==> src/rtl/core/get_pkg.sv <==
`timescale 1ns / 1ps

package get_pkg;

    // field widths
    localparam int OP_W   = 2;
    localparam int NODE_W = 10;
    localparam int FLAG_W = 16;
    localparam int STAT_W = 3;
    localparam int CNT_W  = 11;

    // entry layout: {flags, dest, valid}
    localparam int ENT_W = FLAG_W + NODE_W + 1;

    // op codes
    localparam logic [OP_W-1:0] OP_ADD     = 2'd0;
    localparam logic [OP_W-1:0] OP_DEL_ONE = 2'd1;
    localparam logic [OP_W-1:0] OP_DEL_ALL = 2'd2;

    // status codes
    localparam logic [STAT_W-1:0] ST_ADDED      = 3'd0;
    localparam logic [STAT_W-1:0] ST_PRESENT    = 3'd1;
    localparam logic [STAT_W-1:0] ST_FULL       = 3'd2;
    localparam logic [STAT_W-1:0] ST_REMOVED    = 3'd3;
    localparam logic [STAT_W-1:0] ST_NOT_FOUND  = 3'd4;
    localparam logic [STAT_W-1:0] ST_SWEEP_DONE = 3'd5;

    // finished result handed to the output stage
    typedef struct packed {
        logic                  valid;
        logic [STAT_W-1:0]     status;
    } rsp_t;

endpackage

==> src/rtl/core/get_ctrl.sv <==
`timescale 1ns / 1ps

module get_ctrl #(
    parameter int NODES = 1024,
    parameter int SLOTS = 16,
    parameter int DEPTH = NODES * SLOTS,
    parameter int AW    = $clog2(DEPTH)
) (
    input  logic                        aclk,
    input  logic                        aresetn,
    input  logic                        s_valid,
    output logic                        s_ready,
    input  logic [get_pkg::OP_W-1:0]    op,
    input  logic [get_pkg::NODE_W-1:0]  src,
    input  logic [get_pkg::NODE_W-1:0]  dst,
    input  logic [get_pkg::FLAG_W-1:0]  flg,
    input  logic [get_pkg::CNT_W-1:0]   node_count,
    input  logic                        out_free,
    output get_pkg::rsp_t               rsp,
    output logic                        ram_we,
    output logic [AW-1:0]               ram_waddr,
    output logic [get_pkg::ENT_W-1:0]   ram_wdata,
    output logic [AW-1:0]               ram_raddr,
    input  logic [get_pkg::ENT_W-1:0]   ram_rdata
);

    localparam int SLOT_W = (SLOTS > 1) ? $clog2(SLOTS) : 1;
    localparam int CNT_W  = get_pkg::CNT_W;

    localparam logic [1:0] S_CLEAR = 2'd0;
    localparam logic [1:0] S_IDLE  = 2'd1;
    localparam logic [1:0] S_SCAN  = 2'd2;
    localparam logic [1:0] S_RESP  = 2'd3;

    logic [1:0]                   state_reg, state_next;
    logic [get_pkg::OP_W-1:0]     op_reg, op_next;
    logic [get_pkg::NODE_W-1:0]   dst_reg, dst_next;
    logic [get_pkg::FLAG_W-1:0]   flg_reg, flg_next;
    logic [AW-1:0]                addr_reg, addr_next;
    logic [SLOT_W-1:0]            slot_reg, slot_next;
    logic [CNT_W-1:0]             node_reg, node_next;
    logic [CNT_W-1:0]             limit_reg, limit_next;
    logic                         rd_vld_reg, rd_vld_next;
    logic                         rd_last_reg, rd_last_next;
    logic [AW-1:0]                rd_addr_reg, rd_addr_next;
    logic                         free_vld_reg, free_vld_next;
    logic [AW-1:0]                free_addr_reg, free_addr_next;
    logic [get_pkg::STAT_W-1:0]   status_reg, status_next;

    logic                         src_ok;
    logic [AW-1:0]                src_base;
    logic [CNT_W-1:0]             sweep_lim;
    logic                         issue;
    logic                         slot_last;
    logic                         node_last;
    logic                         ent_valid;
    logic                         hit;

    // decode of the incoming word
    assign src_ok    = 32'(src) < 32'(NODES);
    assign src_base  = AW'(32'(src) * 32'(SLOTS));
    assign sweep_lim = (32'(node_count) > 32'(NODES)) ? CNT_W'(NODES) : node_count;

    // read issue: slots of one source, or of every source below the limit
    assign issue     = (state_reg == S_SCAN) && (node_reg < limit_reg);
    assign slot_last = slot_reg == SLOT_W'(SLOTS - 1);
    assign node_last = node_reg == CNT_W'(limit_reg - CNT_W'(1));
    assign ram_raddr = addr_reg;

    // compare of the returned entry
    assign ent_valid = ram_rdata[0];
    assign hit       = ent_valid && (ram_rdata[get_pkg::NODE_W:1] == dst_reg);

    assign s_ready    = state_reg == S_IDLE;
    assign rsp.valid  = (state_reg == S_RESP) && out_free;
    assign rsp.status = status_reg;

    always_comb begin
        state_next     = state_reg;
        op_next        = op_reg;
        dst_next       = dst_reg;
        flg_next       = flg_reg;
        addr_next      = addr_reg;
        slot_next      = slot_reg;
        node_next      = node_reg;
        limit_next     = limit_reg;
        rd_vld_next    = 1'b0;
        rd_last_next   = 1'b0;
        rd_addr_next   = addr_reg;
        free_vld_next  = free_vld_reg;
        free_addr_next = free_addr_reg;
        status_next    = status_reg;
        ram_we         = 1'b0;
        ram_waddr      = rd_addr_reg;
        ram_wdata      = '0;

        unique case (state_reg)
            S_CLEAR: begin
                // wipe every entry in turn after reset
                ram_we    = 1'b1;
                ram_waddr = addr_reg;
                addr_next = addr_reg + AW'(1);
                if (addr_reg == AW'(DEPTH - 1)) begin
                    state_next = S_IDLE;
                end
            end
            S_IDLE: begin
                if (s_valid) begin
                    op_next       = op;
                    dst_next      = dst;
                    flg_next      = flg;
                    slot_next     = '0;
                    node_next     = '0;
                    free_vld_next = 1'b0;
                    addr_next     = src_base;
                    limit_next    = CNT_W'(1);
                    case (op)
                        get_pkg::OP_ADD: begin
                            if (src_ok) begin
                                state_next = S_SCAN;
                            end else begin
                                status_next = get_pkg::ST_FULL;
                                state_next  = S_RESP;
                            end
                        end
                        get_pkg::OP_DEL_ONE: begin
                            if (src_ok) begin
                                state_next = S_SCAN;
                            end else begin
                                status_next = get_pkg::ST_NOT_FOUND;
                                state_next  = S_RESP;
                            end
                        end
                        get_pkg::OP_DEL_ALL: begin
                            addr_next  = '0;
                            limit_next = sweep_lim;
                            if (sweep_lim == '0) begin
                                status_next = get_pkg::ST_SWEEP_DONE;
                                state_next  = S_RESP;
                            end else begin
                                state_next = S_SCAN;
                            end
                        end
                        default: begin
                            status_next = get_pkg::ST_NOT_FOUND;
                            state_next  = S_RESP;
                        end
                    endcase
                end
            end
            S_SCAN: begin
                // issue next read
                if (issue) begin
                    addr_next    = addr_reg + AW'(1);
                    rd_vld_next  = 1'b1;
                    rd_last_next = slot_last && node_last;
                    if (slot_last) begin
                        slot_next = '0;
                        node_next = node_reg + CNT_W'(1);
                    end else begin
                        slot_next = slot_reg + SLOT_W'(1);
                    end
                end
                // act on the entry read last cycle
                if (rd_vld_reg) begin
                    case (op_reg)
                        get_pkg::OP_ADD: begin
                            if (hit) begin
                                status_next = get_pkg::ST_PRESENT;
                                state_next  = S_RESP;
                            end else begin
                                if (!ent_valid && !free_vld_reg) begin
                                    free_vld_next  = 1'b1;
                                    free_addr_next = rd_addr_reg;
                                end
                                if (rd_last_reg) begin
                                    state_next = S_RESP;
                                    if (free_vld_reg || !ent_valid) begin
                                        ram_we      = 1'b1;
                                        ram_waddr   = free_vld_reg ? free_addr_reg : rd_addr_reg;
                                        ram_wdata   = {flg_reg, dst_reg, 1'b1};
                                        status_next = get_pkg::ST_ADDED;
                                    end else begin
                                        status_next = get_pkg::ST_FULL;
                                    end
                                end
                            end
                        end
                        get_pkg::OP_DEL_ONE: begin
                            if (hit) begin
                                ram_we      = 1'b1;
                                ram_wdata   = {ram_rdata[get_pkg::ENT_W-1:1], 1'b0};
                                status_next = get_pkg::ST_REMOVED;
                                state_next  = S_RESP;
                            end else if (rd_last_reg) begin
                                status_next = get_pkg::ST_NOT_FOUND;
                                state_next  = S_RESP;
                            end
                        end
                        default: begin
                            // sweep: drop every match, keep going
                            if (hit) begin
                                ram_we    = 1'b1;
                                ram_wdata = {ram_rdata[get_pkg::ENT_W-1:1], 1'b0};
                            end
                            if (rd_last_reg) begin
                                status_next = get_pkg::ST_SWEEP_DONE;
                                state_next  = S_RESP;
                            end
                        end
                    endcase
                end
            end
            S_RESP: begin
                if (out_free) begin
                    state_next = S_IDLE;
                end
            end
            default: begin
                state_next = S_IDLE;
            end
        endcase
    end

    always_ff @(posedge aclk) begin
        if (!aresetn) begin
            state_reg    <= S_CLEAR;
            addr_reg     <= '0;
            rd_vld_reg   <= 1'b0;
            rd_last_reg  <= 1'b0;
            free_vld_reg <= 1'b0;
            slot_reg     <= '0;
            node_reg     <= '0;
            limit_reg    <= '0;
        end else begin
            state_reg    <= state_next;
            addr_reg     <= addr_next;
            rd_vld_reg   <= rd_vld_next;
            rd_last_reg  <= rd_last_next;
            free_vld_reg <= free_vld_next;
            slot_reg     <= slot_next;
            node_reg     <= node_next;
            limit_reg    <= limit_next;
        end
    end

    always_ff @(posedge aclk) begin
        op_reg        <= op_next;
        dst_reg       <= dst_next;
        flg_reg       <= flg_next;
        rd_addr_reg   <= rd_addr_next;
        free_addr_reg <= free_addr_next;
        status_reg    <= status_next;
    end

    // no memory writes while waiting for a word
    a_idle_no_write: assert property (@(posedge aclk) disable iff (!aresetn)
        (state_reg == S_IDLE) |-> !ram_we)
        else $error("entry memory written while idle");

    // a result that can leave returns the block to idle
    a_resp_leaves: assert property (@(posedge aclk) disable iff (!aresetn)
        (state_reg == S_RESP && out_free) |=> (state_reg == S_IDLE))
        else $error("result stage did not release");

    // an undefined op answers not found right away
    a_bad_op: assert property (@(posedge aclk) disable iff (!aresetn)
        (s_valid && s_ready && op != get_pkg::OP_ADD && op != get_pkg::OP_DEL_ONE
         && op != get_pkg::OP_DEL_ALL)
        |=> (state_reg == S_RESP && status_reg == get_pkg::ST_NOT_FOUND))
        else $error("undefined op not answered as not found");

endmodule

==> config.mk <==
export PLATFORM = sky130hd
export DESIGN_NAME = get_ctrl
export DESIGN_NICKNAME = d
export VERILOG_FILES = /design/src/rtl/core/get_pkg.sv /design/src/rtl/core/get_ctrl.sv
export SDC_FILE = /design/constraint.sdc
export NUM_CORES = 1
export LEC_CHECK = 0
export ABC_AREA = 1
export BUFFER_PORTS_ARGS = -buffer_cell sky130_fd_sc_hd__buf_4
export CAP_MARGIN = 20
export CORE_UTILIZATION = 59
export DETAILED_ROUTE_END_ITERATION = 10
export PLACE_DENSITY = 0.86
export SYNTH_ARGS = -nofsm -noshare
export SYNTH_HDL_FRONTEND = slang
export SYNTH_SLANG_ARGS = --single-unit
==> constraint.sdc <==
create_clock -name aclk -period 5.6 [get_ports aclk]
set_input_delay 1.12 -clock aclk [delete_from_list [all_inputs] [get_ports aclk]]
set_output_delay 1.12 -clock aclk [all_outputs]
set_load 0.01 [all_outputs]
Yosys cells after proc, flatten, opt, wreduce, memory -nomap -nowiden
Index checks and enable logic that the tools add are counted.
{ "totals": {"word_cells": 135, "reg_bits": 104} }
{ "op_classes": {"muxes": 64, "n_reduce_logical": 26, "eq_ne": 24, "n_addsub": 4, "order_cmp": 2, "bitwise": 1} }
{ "ops": {"columns": ["op", "count"], "rows": [
  ["two-way mux 27 bit", 7],
  ["two-way mux 14 bit", 9],
  ["two-way mux 11 bit", 5],
  ["one-hot mux 14 bit (3 select lines)", 1],
  ["one-hot mux 14 bit (2 select lines)", 1],
  ["two-way mux 3 bit", 8],
  ["one-hot mux 11 bit (2 select lines)", 1],
  ["one-hot mux 3 bit (2 select lines)", 3],
  ["two-way mux 2 bit", 8],
  ["!= test 2 bit, second input constant", 8],
  ["adder 14 x 1 -> 14 bit, second input constant", 1],
  ["equality test 14 bit, second input constant", 1],
  ["two-way mux 1 bit", 13],
  ["two-way mux 4 bit", 3],
  ["adder 11 x 1 -> 11 bit, second input constant", 1],
  ["equality test 11 bit", 1],
  ["greater-than comparator 11 bit, second input constant", 1],
  ["zero test 11 bit", 1],
  ["< comparator 11 bit", 1],
  ["subtractor 11 x 1 -> 11 bit, second input constant", 1],
  ["equality test 10 bit", 1],
  ["AND reduction 3 bit", 3],
  ["!= test 4 bit, second input constant", 2],
  ["one-hot mux 2 bit (4 select lines)", 1],
  ["other kinds (22)", 39]
]} }

Logic depth before layout (Yosys ltp)
Gate-level depths: netlist (run 1).
{ "depth": {"ltp_word": 8, "depth_mapped": 14, "depth_no_buf": 13} }

Least setup slack after synthesis (run 1)
Ideal clock, no wire load.
{ "synth_path": {"path_type": "input -> output", "startpoint": "input ram_rdata[3] (netlist name)", "endpoint": "output ram_waddr[11]", "stages": 8, "t_required_ps": 4480, "arrival_ps": 2212, "path_slack_ps": 2268, "cell_sequence": "or2_2 > nand3_1 > nor2_1 > nand2_2 > buf_6 > buf_6 > a21oi_1 > o21ai_0"} }
{ "synth_via": {"elab_chain_len": 6} }
{ "synth_lines": {"columns": ["item", "line", "source"], "rows": [
  ["start, declared", "get_ctrl.sv:24", "input logic [get_pkg::ENT_W-1:0] ram_rdata"],
  ["equality test 10 bit", "get_ctrl.sv:72", "assign hit = ent_valid && (ram_rdata[get_pkg::NODE_W:1] == dst_reg);"],
  ["logical AND 1 bit", "get_ctrl.sv:72", null],
  ["two-way mux 14 bit", "get_ctrl.sv:168", "if (hit) begin"],
  ["two-way mux 14 bit", "get_ctrl.sv:166", "case (op_reg)"],
  ["two-way mux 14 bit", "get_ctrl.sv:165", "if (rd_vld_reg) begin"],
  ["one-hot mux 14 bit (2 select lines)", "get_ctrl.sv:97", "unique case (state_reg)"],
  ["end, declared", "get_ctrl.sv:21", "output logic [AW-1:0] ram_waddr,"]
]} }
Every way passes these cells.

Final worst setup path (run 1)
{ "layout_path": {"startpoint": "input ram_rdata[3] (netlist name)", "endpoint": "output ram_wdata[13] (netlist name)"} }
{ "layout_via": {"elab_chain_len": 6, "elab_cells_between_ends": 7, "cone_classes": "eq/ne (1); mux (5); reduce/logical (1)"} }
{ "layout_lines": {"columns": ["item", "line", "source"], "rows": [
  ["equality test 10 bit *", "get_ctrl.sv:72", null],
  ["logical AND 1 bit *", "get_ctrl.sv:72", null],
  ["two-way mux 27 bit, on equally long branches", "get_ctrl.sv:190, get_ctrl.sv:202, get_ctrl.sv:168", null],
  ["two-way mux 27 bit *", null, null],
  ["two-way mux 27 bit *", "get_ctrl.sv:165", null],
  ["two-way mux 27 bit *", "get_ctrl.sv:97", null],
  ["end, declared", "get_ctrl.sv:22", "output logic [get_pkg::ENT_W-1:0] ram_wdata,"]
]} }
Mark *: on every way between the ends. The rest lies on a longest branch, timed or not.

==> results.yml, run 1 <==
logic_synthesis:
  synth_ff_type: "dfxtp_1"
  syn_area_um2: 6050
  synth_nets: 925
  synth_top_area_cell: "edfxtp_1"
  synthArstFlopShare: 0
  synth_cell_types: 42
  yosys_warnings: 0
  synthTopCellsByArea: "edfxtp_1 22%, dfxtp_1 20%, nand2_1 14%"
  synth-seq-cells: 104
  ys_seq_area_frac: 0.418
  yosysTopAreaCellShare: 0.223
  synth_cells: 825
  synth_edf_count: 45
  synth_area_per_cell_um2: 7.34
power:
  total_power_uw: 2450
  ir_drop_mv: 0.266
  p_leak_uw: 0.00326
  powerDensity_nw_per_um2: 335
sta:
  maxSlewHeadroom: 0.350
  rsz0062_at_grt: "no"
  slew_viol_final: 0
  fmax_mhz: 236
  worst_hold_slack_ns: 0.460
  fin_skew_ns: 0.0103
  min_period_ns: 4.23
  finalHoldViolCount: 0
  period_share: 0.756
  fin_setup_tns_ns: 0
  setup_viol: 0
  worstMarginPinSlew_ns: 0.971
status:
  outcome: "finished, final reports clean"
worst_setup_path:
  critPathMaxFanout: 21
  r2r_end: "status_reg[0]"
  crit_arrival_ns: 3.11
  rr_startpoint: "state_reg[1]"
  cp-startpoint: "ram_rdata[3]"
  crit_path_end_kind: "primary output"
  cp-endpoint: "ram_wdata[13]"
  worstRegToRegCells: 8
  max_stage_delay_ns: 0.44
  path_class: "in2out"
  slowest_stage: "nand3_1"
  start_kind: "input pin"
  crit_chain: "buf_4 -> or2_2 -> nand3_1 -> nor2_1 -> nand2_2 -> nand3_1 -> inv_2 -> nand2_1 -> nand2_1 -> buf_4"
  ff2ff_setup_slack_ns: 2.62
  cp.required_ns: 4.48
clock_tree:
  insertion_delay_ns: 0.37
  clock-root-buffer: "clkbuf_8"
  cts_tree: "built"
  numCtsBuffers: 9
  cts_max_level: 3
  cts_sinks: 104
  post_cts_resized: 0
  cts_hold_buf: 0
  post_cts_buffers: 0
  clockBufferDepth: 2
  clkTransAtPathRegs_ns: 0.10
placement:
  portBuffers: 140
  place.gp.congestion: 0.866
  dpl.cell_count: 1069
  hpwl_um: 11500
grt:
  grt_max_degree: 30
  grt_antenna_before_repair: 0
  grt.total_usage: 0.294
  grt_pass1_vias: 5239
  grt_pass1_wl_um: 24200
  grt_remaining_overflow: 0
routing:
  routedWlPerCell_um: 14.5
  vias_per_cell: 5.47
  ant_nets: 0
  vias: 5936
  drt_first_pass_iters: 7
  first_iter_violations: 395
  drc: 0
  wirelength_um: 15700
die:
  coreArea_um2: 9860
  initial_core_util: 0.614
  die_h_um: 103
  fp-row-count: 36
  die-area_um2: 10700
  io_pins: 141
  die_w_um: 103
run:
  maxCapViolCount: 0
final_layout:
  drive_gt1_frac: 0.183
  area_delta_synth_final_pct: 20.9
  final_cell_mix: "225 x nand2_1, 140 x buf_4, 94 x inv_1, 80 x nor2_1, 64 x nand3_1"
  final_cells: 1086
  largest_reg_flops: 16
  n_antenna_cell: 0
  finalNetCount: 1048
  layout_commonest_cell: "nand2_1"
worst_hold_path:
  hp-class: "reg2reg"
## power by group
part	leakage (uW)	internal [uW]	switching [uW]
Combinational	0.00228	366	525
Clock	0.0000929	208	252
Sequential	0.000887	942	156
Total	0.00326	1520	932
## logic make-up after synthesis
group	Yosys count	synth area share
flops	104	0.418
xor+xnor	17	0.0246
buf+inv	129	0.0911
fa+ha+maj	20	0.0413
simple gates	428	0.308
compound gates	127	0.117
## synth_stat cells, types with 2 or more instances
| cell type | instances |
|---|---|
| nand2_1 | 225 |
| buf_4 | 6 |
| nand2_2 | 2 |
| nor2_2 | 2 |
| inv_2 | 2 |
| o21ai_0 | 47 |
| edfxtp_1 | 45 |
| o21ai_1 | 7 |
| or2_2 | 5 |
| a21oi_1 | 40 |
| nand3_1 | 64 |
| buf_1 | 3 |
| inv_1 | 94 |
| buf_6 | 3 |
| buf_2 | 7 |
| clkinv_1 | 3 |
| xnor2_1 | 4 |
| nor3_1 | 10 |
| clkbuf_2 | 2 |
| nand4_1 | 27 |
| clkbuf_1 | 8 |
| nor4_1 | 3 |
| ha_1 | 20 |
| dfxtp_1 | 59 |
| xor2_1 | 13 |
| nor2_1 | 80 |
| nand3_2 | 5 |
| o22ai_1 | 10 |
| a22oi_1 | 15 |
| a21o_1 | 2 |
## per-layer routing
metal  GRT usage  share of wire
met1       0.377           0.44
met5           0              0
met3      0.0652          0.077
met4       0.117          0.024
met2       0.486           0.46
## worst min path at each step
stage                        start               end  cells after the start
global placement    rd_addr_reg[4]  free_addr_reg[4]                      0
floorplan             ram_raddr[4]    rd_addr_reg[4]                      0
detailed placement   ram_raddr[12]   rd_addr_reg[12]                      0
global route         ram_raddr[12]   rd_addr_reg[12]                      0
finish                ram_raddr[4]    rd_addr_reg[4]                      0
CTS                  ram_raddr[12]   rd_addr_reg[12]                      0
## worst max-delay path, delay by kind of cell
| kind | cells | cell delay, ns |
|---|---|---|
| AND/OR/NAND/NOR | 7 | 1.39 |
| buffers and inverters | 3 | 0.59 |
## final cells by class
cell class	count	area (um^2)
Clock inverter	5	57.6
Multi-Input combinational cell	592	2970
Inverter	99	372
Timing Repair Buffer	142	1090
Sequential cell	104	2530
Fill cell	765	2540
Tap cell	133	166
Clock buffer	11	131
## through the flow
step           area (um^2)  setup WS (ns)   util
2_1_floorplan         6050           2.27      -
3_3_place_gp          7090           1.47  0.719
3_5_place_dp          7100           1.38  0.720
4_1_cts               7290           1.37  0.739
5_1_grt               7320           1.17  0.742
6_report              7320           1.37  0.742
Note: power is estimated with default switching activity, not from simulation.
==> inputs of run 2 (changes only) <==
--- a/config.mk
+++ b/config.mk
@@ -5,12 +5,12 @@
 export SDC_FILE = /design/constraint.sdc
 export NUM_CORES = 1
 export LEC_CHECK = 0
-export ABC_AREA = 1
+export ABC_AREA = 0
 export BUFFER_PORTS_ARGS = -buffer_cell sky130_fd_sc_hd__buf_4
 export CAP_MARGIN = 20
-export CORE_UTILIZATION = 59
+export CORE_UTILIZATION = 54
 export DETAILED_ROUTE_END_ITERATION = 10
-export PLACE_DENSITY = 0.86
+export PLACE_DENSITY = 0.81
 export SYNTH_ARGS = -nofsm -noshare
 export SYNTH_HDL_FRONTEND = slang
 export SYNTH_SLANG_ARGS = --single-unit
==> constraint.sdc (replaced) <==
create_clock -name aclk -period 4.2 [get_ports aclk]
set_input_delay 0.84 -clock aclk [delete_from_list [all_inputs] [get_ports aclk]]
set_output_delay 0.84 -clock aclk [all_outputs]
set_load 0.01 [all_outputs]
==> results.yml, run 2 <==
routing:
  drt_first_pass_iters: 5
  routedWlPerCell_um: 17.6
  first_iter_violations: 400
  ant_nets: 0
  vias: 5207
  wirelength_um: 14800
  vias_per_cell: 6.18
  drc: 0
logic_synthesis:
  syn_area_um2: 5550
  synth_ff_type: "dfxtp_1"
  synth_nets: 675
  synth_cells: 575
  synthTopCellsByCount: "67 x nand3_1, 59 x dfxtp_1, 45 x edfxtp_1"
  synth_area_per_cell_um2: 9.65
  yosysMostFrequentCell: "nand3_1"
  ys_seq_area_frac: 0.456
  yosys_warnings: 0
  synthTopCellsByArea: "edfxtp_1 24%, dfxtp_1 21%, nand3_1 6.0%"
  synthArstFlopShare: 0
  synth_cell_types: 63
  synth-seq-cells: 104
  yosysTopAreaCellShare: 0.244
  synth_edf_count: 45
  synth_top_area_cell: "edfxtp_1"
sta:
  fin_setup_tns_ns: 0
  finalHoldViolCount: 0
  setup_viol: 0
  fin_skew_ns: 0.0167
  worstMarginPinSlew_ns: 0.941
  rsz0062_at_grt: "no"
  worst_hold_slack_ns: 0.459
  period_share: 0.883
  slew_viol_final: 0
  fmax_mhz: 270
  min_period_ns: 3.71
  maxSlewHeadroom: 0.370
final_layout:
  largest_reg_flops: 16
  final_cell_mix: "147 x buf_4, 67 x nand3_1, 59 x dfxtp_1, 45 x edfxtp_1, 37 x nand2_1"
  final_cells: 842
  final_area_um2: 6900
  area_delta_synth_final_pct: 24.4
  finalNetCount: 804
  fillers: 758
  layout_commonest_cell: "buf_4"
  multiInputGateArea_um2: 2790
  n_antenna_cell: 0
  drive_gt1_frac: 0.269
  seq_area_um2: 2530
grt:
  grt.total_usage: 0.275
  grt_pass1_vias: 4798
  grt_max_degree: 46
  grt_pass1_wl_um: 22700
  grt_antenna_before_repair: 0
  grt_remaining_overflow: 0
placement:
  hpwl_um: 10900
  portBuffers: 140
  dpl.cell_count: 826
  place.gp.congestion: 0.879
  place_area_um2: 6680
clock_tree:
  post_cts_buffers: 0
  cts_max_level: 3
  clock-root-buffer: "clkbuf_8"
  cts_sinks: 104
  clkTransAtPathRegs_ns: 0.11
  clockBufferDepth: 2
  post_cts_resized: 0
  insertion_delay_ns: 0.37
  cts_hold_buf: 0
  numCtsBuffers: 9
  cts_tree: "built"
worst_setup_path:
  crit_chain: "buf_4 -> xnor2_1 -> nand4_1 -> or3_1 -> nand3_1 -> nand3_1 -> nand3_1 -> buf_4"
  path_buf_inv: 2
  ff2ff_setup_slack_ns: 1.27
  crit_arrival_ns: 2.87
  critPathMostFrequentCell: "nand3_1"
  critical_path.top_delay_family: "simple AND/OR/NAND/NOR gates"
  path_class: "in2out"
  critPathMaxFanout: 14
  cp.required_ns: 3.36
  slowest_stage: "or3_1"
  max_stage_delay_ns: 0.54
  crit_path_end_kind: "primary output"
  start_kind: "input pin"
power:
  ir_drop_mv: 0.203
  pwr-share-comb: 0.249
  p_leak_uw: 0.00273
  swShare: 0.334
  seqPwrFrac: 0.497
  clkPwrFrac: 0.254
  power.switching_uw: 854
  powerDensity_nw_per_um2: 371
  p_int_uw: 1710
status:
  outcome: "finished, final reports clean"
run:
  maxCapViolCount: 0
die:
  die_w_um: 103
  die_h_um: 103
  fp-row-count: 36
  initial_core_util: 0.562
  die-area_um2: 10700
  io_pins: 141
  coreArea_um2: 9860
worst_hold_path:
  hp-class: "reg2reg"
run 2: power by group through the flow:
stage	Combinational [uW]	Clock [uW]	Sequential [uW]
after floorplan	365	0	1270
after global placement	612	0	1280
after detailed placement	629	0	1290
after CTS	631	660	1270
after global routing	694	703	1280
final	637	651	1270
run 2: logic make-up after synthesis:
logic type | Yosys count | synth area share
mux | 3 | 0.00541
compound gates | 168 | 0.219
xor+xnor | 25 | 0.0395
flops | 104 | 0.456
fa+ha+maj | 20 | 0.0451
simple gates | 202 | 0.192
buf+inv | 53 | 0.0431
run 2: final timing paths:
kind,start,endpoint,depth (start not counted)
worst max-delay path,ram_rdata[2],ram_waddr[2],8
worst min-delay path,ram_raddr[12],rd_addr_reg[12],0
worst max register to register,state_reg[1],node_reg[8],11
worst min register to register,ram_raddr[12],rd_addr_reg[12],0
run 2: final cells by class:
| type | count | area share |
|---|---|---|
| Inverter | 24 | 0.0131 |
| Timing Repair Buffer | 147 | 0.160 |
| Clock buffer | 10 | 0.0216 |
| Multi-Input combinational cell | 418 | 0.405 |
| Tap cell | 133 | 0.0241 |
| Clock inverter | 6 | 0.00979 |
| Sequential cell | 104 | 0.367 |
run 2: layer usage:
layer  share of wire  global-route usage  up-vias
met4           0.015              0.0856        0
met1            0.41               0.349     2498
li1                -                   -     2455
met5               0                   0        -
met3           0.077              0.0511       26
met2            0.50               0.475      228
run 2: stage by stage:
stage                      util  setup WS (ns)  total power (uW)
after floorplan               -           1.13              1630
after global placement    0.678          0.607              1900
after detailed placement  0.678          0.524              1920
after CTS                 0.700          0.499              2560
after global routing      0.700          0.396              2680
final                     0.700          0.492              2560
==> inputs of run 3 (changes only) <==
--- a/config.mk
+++ b/config.mk
@@ -10,7 +10,7 @@
 export CAP_MARGIN = 20
 export CORE_UTILIZATION = 54
 export DETAILED_ROUTE_END_ITERATION = 10
-export PLACE_DENSITY = 0.81
+export PLACE_DENSITY = 0.88
 export SYNTH_ARGS = -nofsm -noshare
 export SYNTH_HDL_FRONTEND = slang
 export SYNTH_SLANG_ARGS = --single-unit
==> results.yml, run 3 (same netlist as run 2, synthesis figures left out) <==
clock_tree:
  cts_sinks: 104
  clkTransAtPathRegs_ns: 0.11
  clock-root-buffer: "clkbuf_8"
  post_cts_resized: 0
  clockBufferDepth: 2
  cts_tree: "built"
  cts_max_level: 3
  insertion_delay_ns: 0.38
  numCtsBuffers: 9
  cts_hold_buf: 0
  post_cts_buffers: 0
placement:
  place.gp.congestion: 0.901
  place_area_um2: 6680
  hpwl_um: 11100
  portBuffers: 140
sta:
  worst_hold_slack_ns: 0.453
  worstMarginPinSlew_ns: 1.03
  maxSlewHeadroom: 0.313
  fin_skew_ns: 0.0160
  period_share: 0.866
  fmax_mhz: 275
  setup_viol: 0
  min_period_ns: 3.64
  fin_setup_tns_ns: 0
  rsz0062_at_grt: "no"
  finalHoldViolCount: 0
  slew_viol_final: 0
grt:
  grt_pass1_vias: 4721
  grt_remaining_overflow: 0
  grt.total_usage: 0.275
  grt_pass1_wl_um: 22700
  grt_antenna_before_repair: 0
  grt_max_degree: 31
worst_setup_path:
  critPathMaxFanout: 14
  cp-startpoint: "ram_rdata[4]"
  crit_path_end_kind: "primary output"
  path_class: "in2out"
  start_kind: "input pin"
  rr_startpoint: "state_reg[1]"
  slowest_stage: "nand3_1"
  crit_arrival_ns: 2.80
  cp.required_ns: 3.36
  max_stage_delay_ns: 0.53
  ff2ff_setup_slack_ns: 1.32
  crit_chain: "buf_4 -> xnor2_1 -> nand4_1 -> or3_1 -> nand3_1 -> nand3_1 -> nand3_1 -> buf_4"
  critPathMostFrequentCell: "nand3_1"
routing:
  wirelength_um: 15200
  vias: 5217
  vias_per_cell: 6.20
  ant_nets: 0
  first_iter_violations: 412
  drc: 0
  drt_first_pass_iters: 5
  routedWlPerCell_um: 18.1
die:
  io_pins: 141
  die-area_um2: 10700
  fp-row-count: 36
  initial_core_util: 0.562
  die_h_um: 103
  coreArea_um2: 9860
  die_w_um: 103
final_layout:
  final_util: 0.697
  finalNetCount: 803
  n_antenna_cell: 0
  final_area_um2: 6870
  layout_commonest_cell: "buf_4"
  final_cell_mix: "146 x buf_4, 67 x nand3_1, 59 x dfxtp_1, 45 x edfxtp_1, 37 x nand2_1"
  largest_reg_flops: 16
  area_delta_synth_final_pct: 23.9
  drive_gt1_frac: 0.268
power:
  p_leak_uw: 0.00271
  powerDensity_nw_per_um2: 371
  ir_drop_mv: 0.206
status:
  outcome: "finished, final reports clean"
run:
  maxCapViolCount: 0
worst_hold_path:
  hp-start: "ram_raddr[7]"
  hp-class: "reg2reg"
run 3: stage by stage:
step	instances	power [uW]	setup slack, ns
detailed placement	825	1920	0.571
CTS	841	2530	0.580
finish	841	2550	0.561
global placement	825	1880	0.662
floorplan	575	1630	1.13
global route	841	2650	0.437
run 3: final timing paths:
| path | to | cells after the start |
|---|---|---|
| hold reg to reg | rd_addr_reg[7] | 0 |
| setup / recovery | ram_waddr[4] | 8 |
| setup reg to reg | node_reg[8] | 8 |
| hold / removal | rd_addr_reg[7] | 0 |
run 3: per-layer routing:
layer / global-route usage / share of wire
met1: 0.358 / 0.41
met5: 0 / 0
met3: 0.0383 / 0.068
met4: 0.104 / 0.016
met2: 0.467 / 0.50
run 3: power breakdown:
part / switching [uW] / internal, uW / leakage [uW]
clock network: 377 / 258 / 0.0000925
registers: 108 / 1170 / 0.000882
logic: 371 / 267 / 0.00173
run 3: area by class of cell:
cell class                 count  area, um^2
fill                         724        2990
multi-input combinational    418        2790
sequential                   104        2530
timing repair buffer         146        1100
tap                          133         166
clock buffer                  10         149
inverter                      24        90.1
clock inverter                 6        48.8
run 3: critical path: cells and delay by family:
family | cells | cell delay [ns]
simple gates | 5 | 1.54
buf+inv | 2 | 0.24
xor+xnor | 1 | 0.17
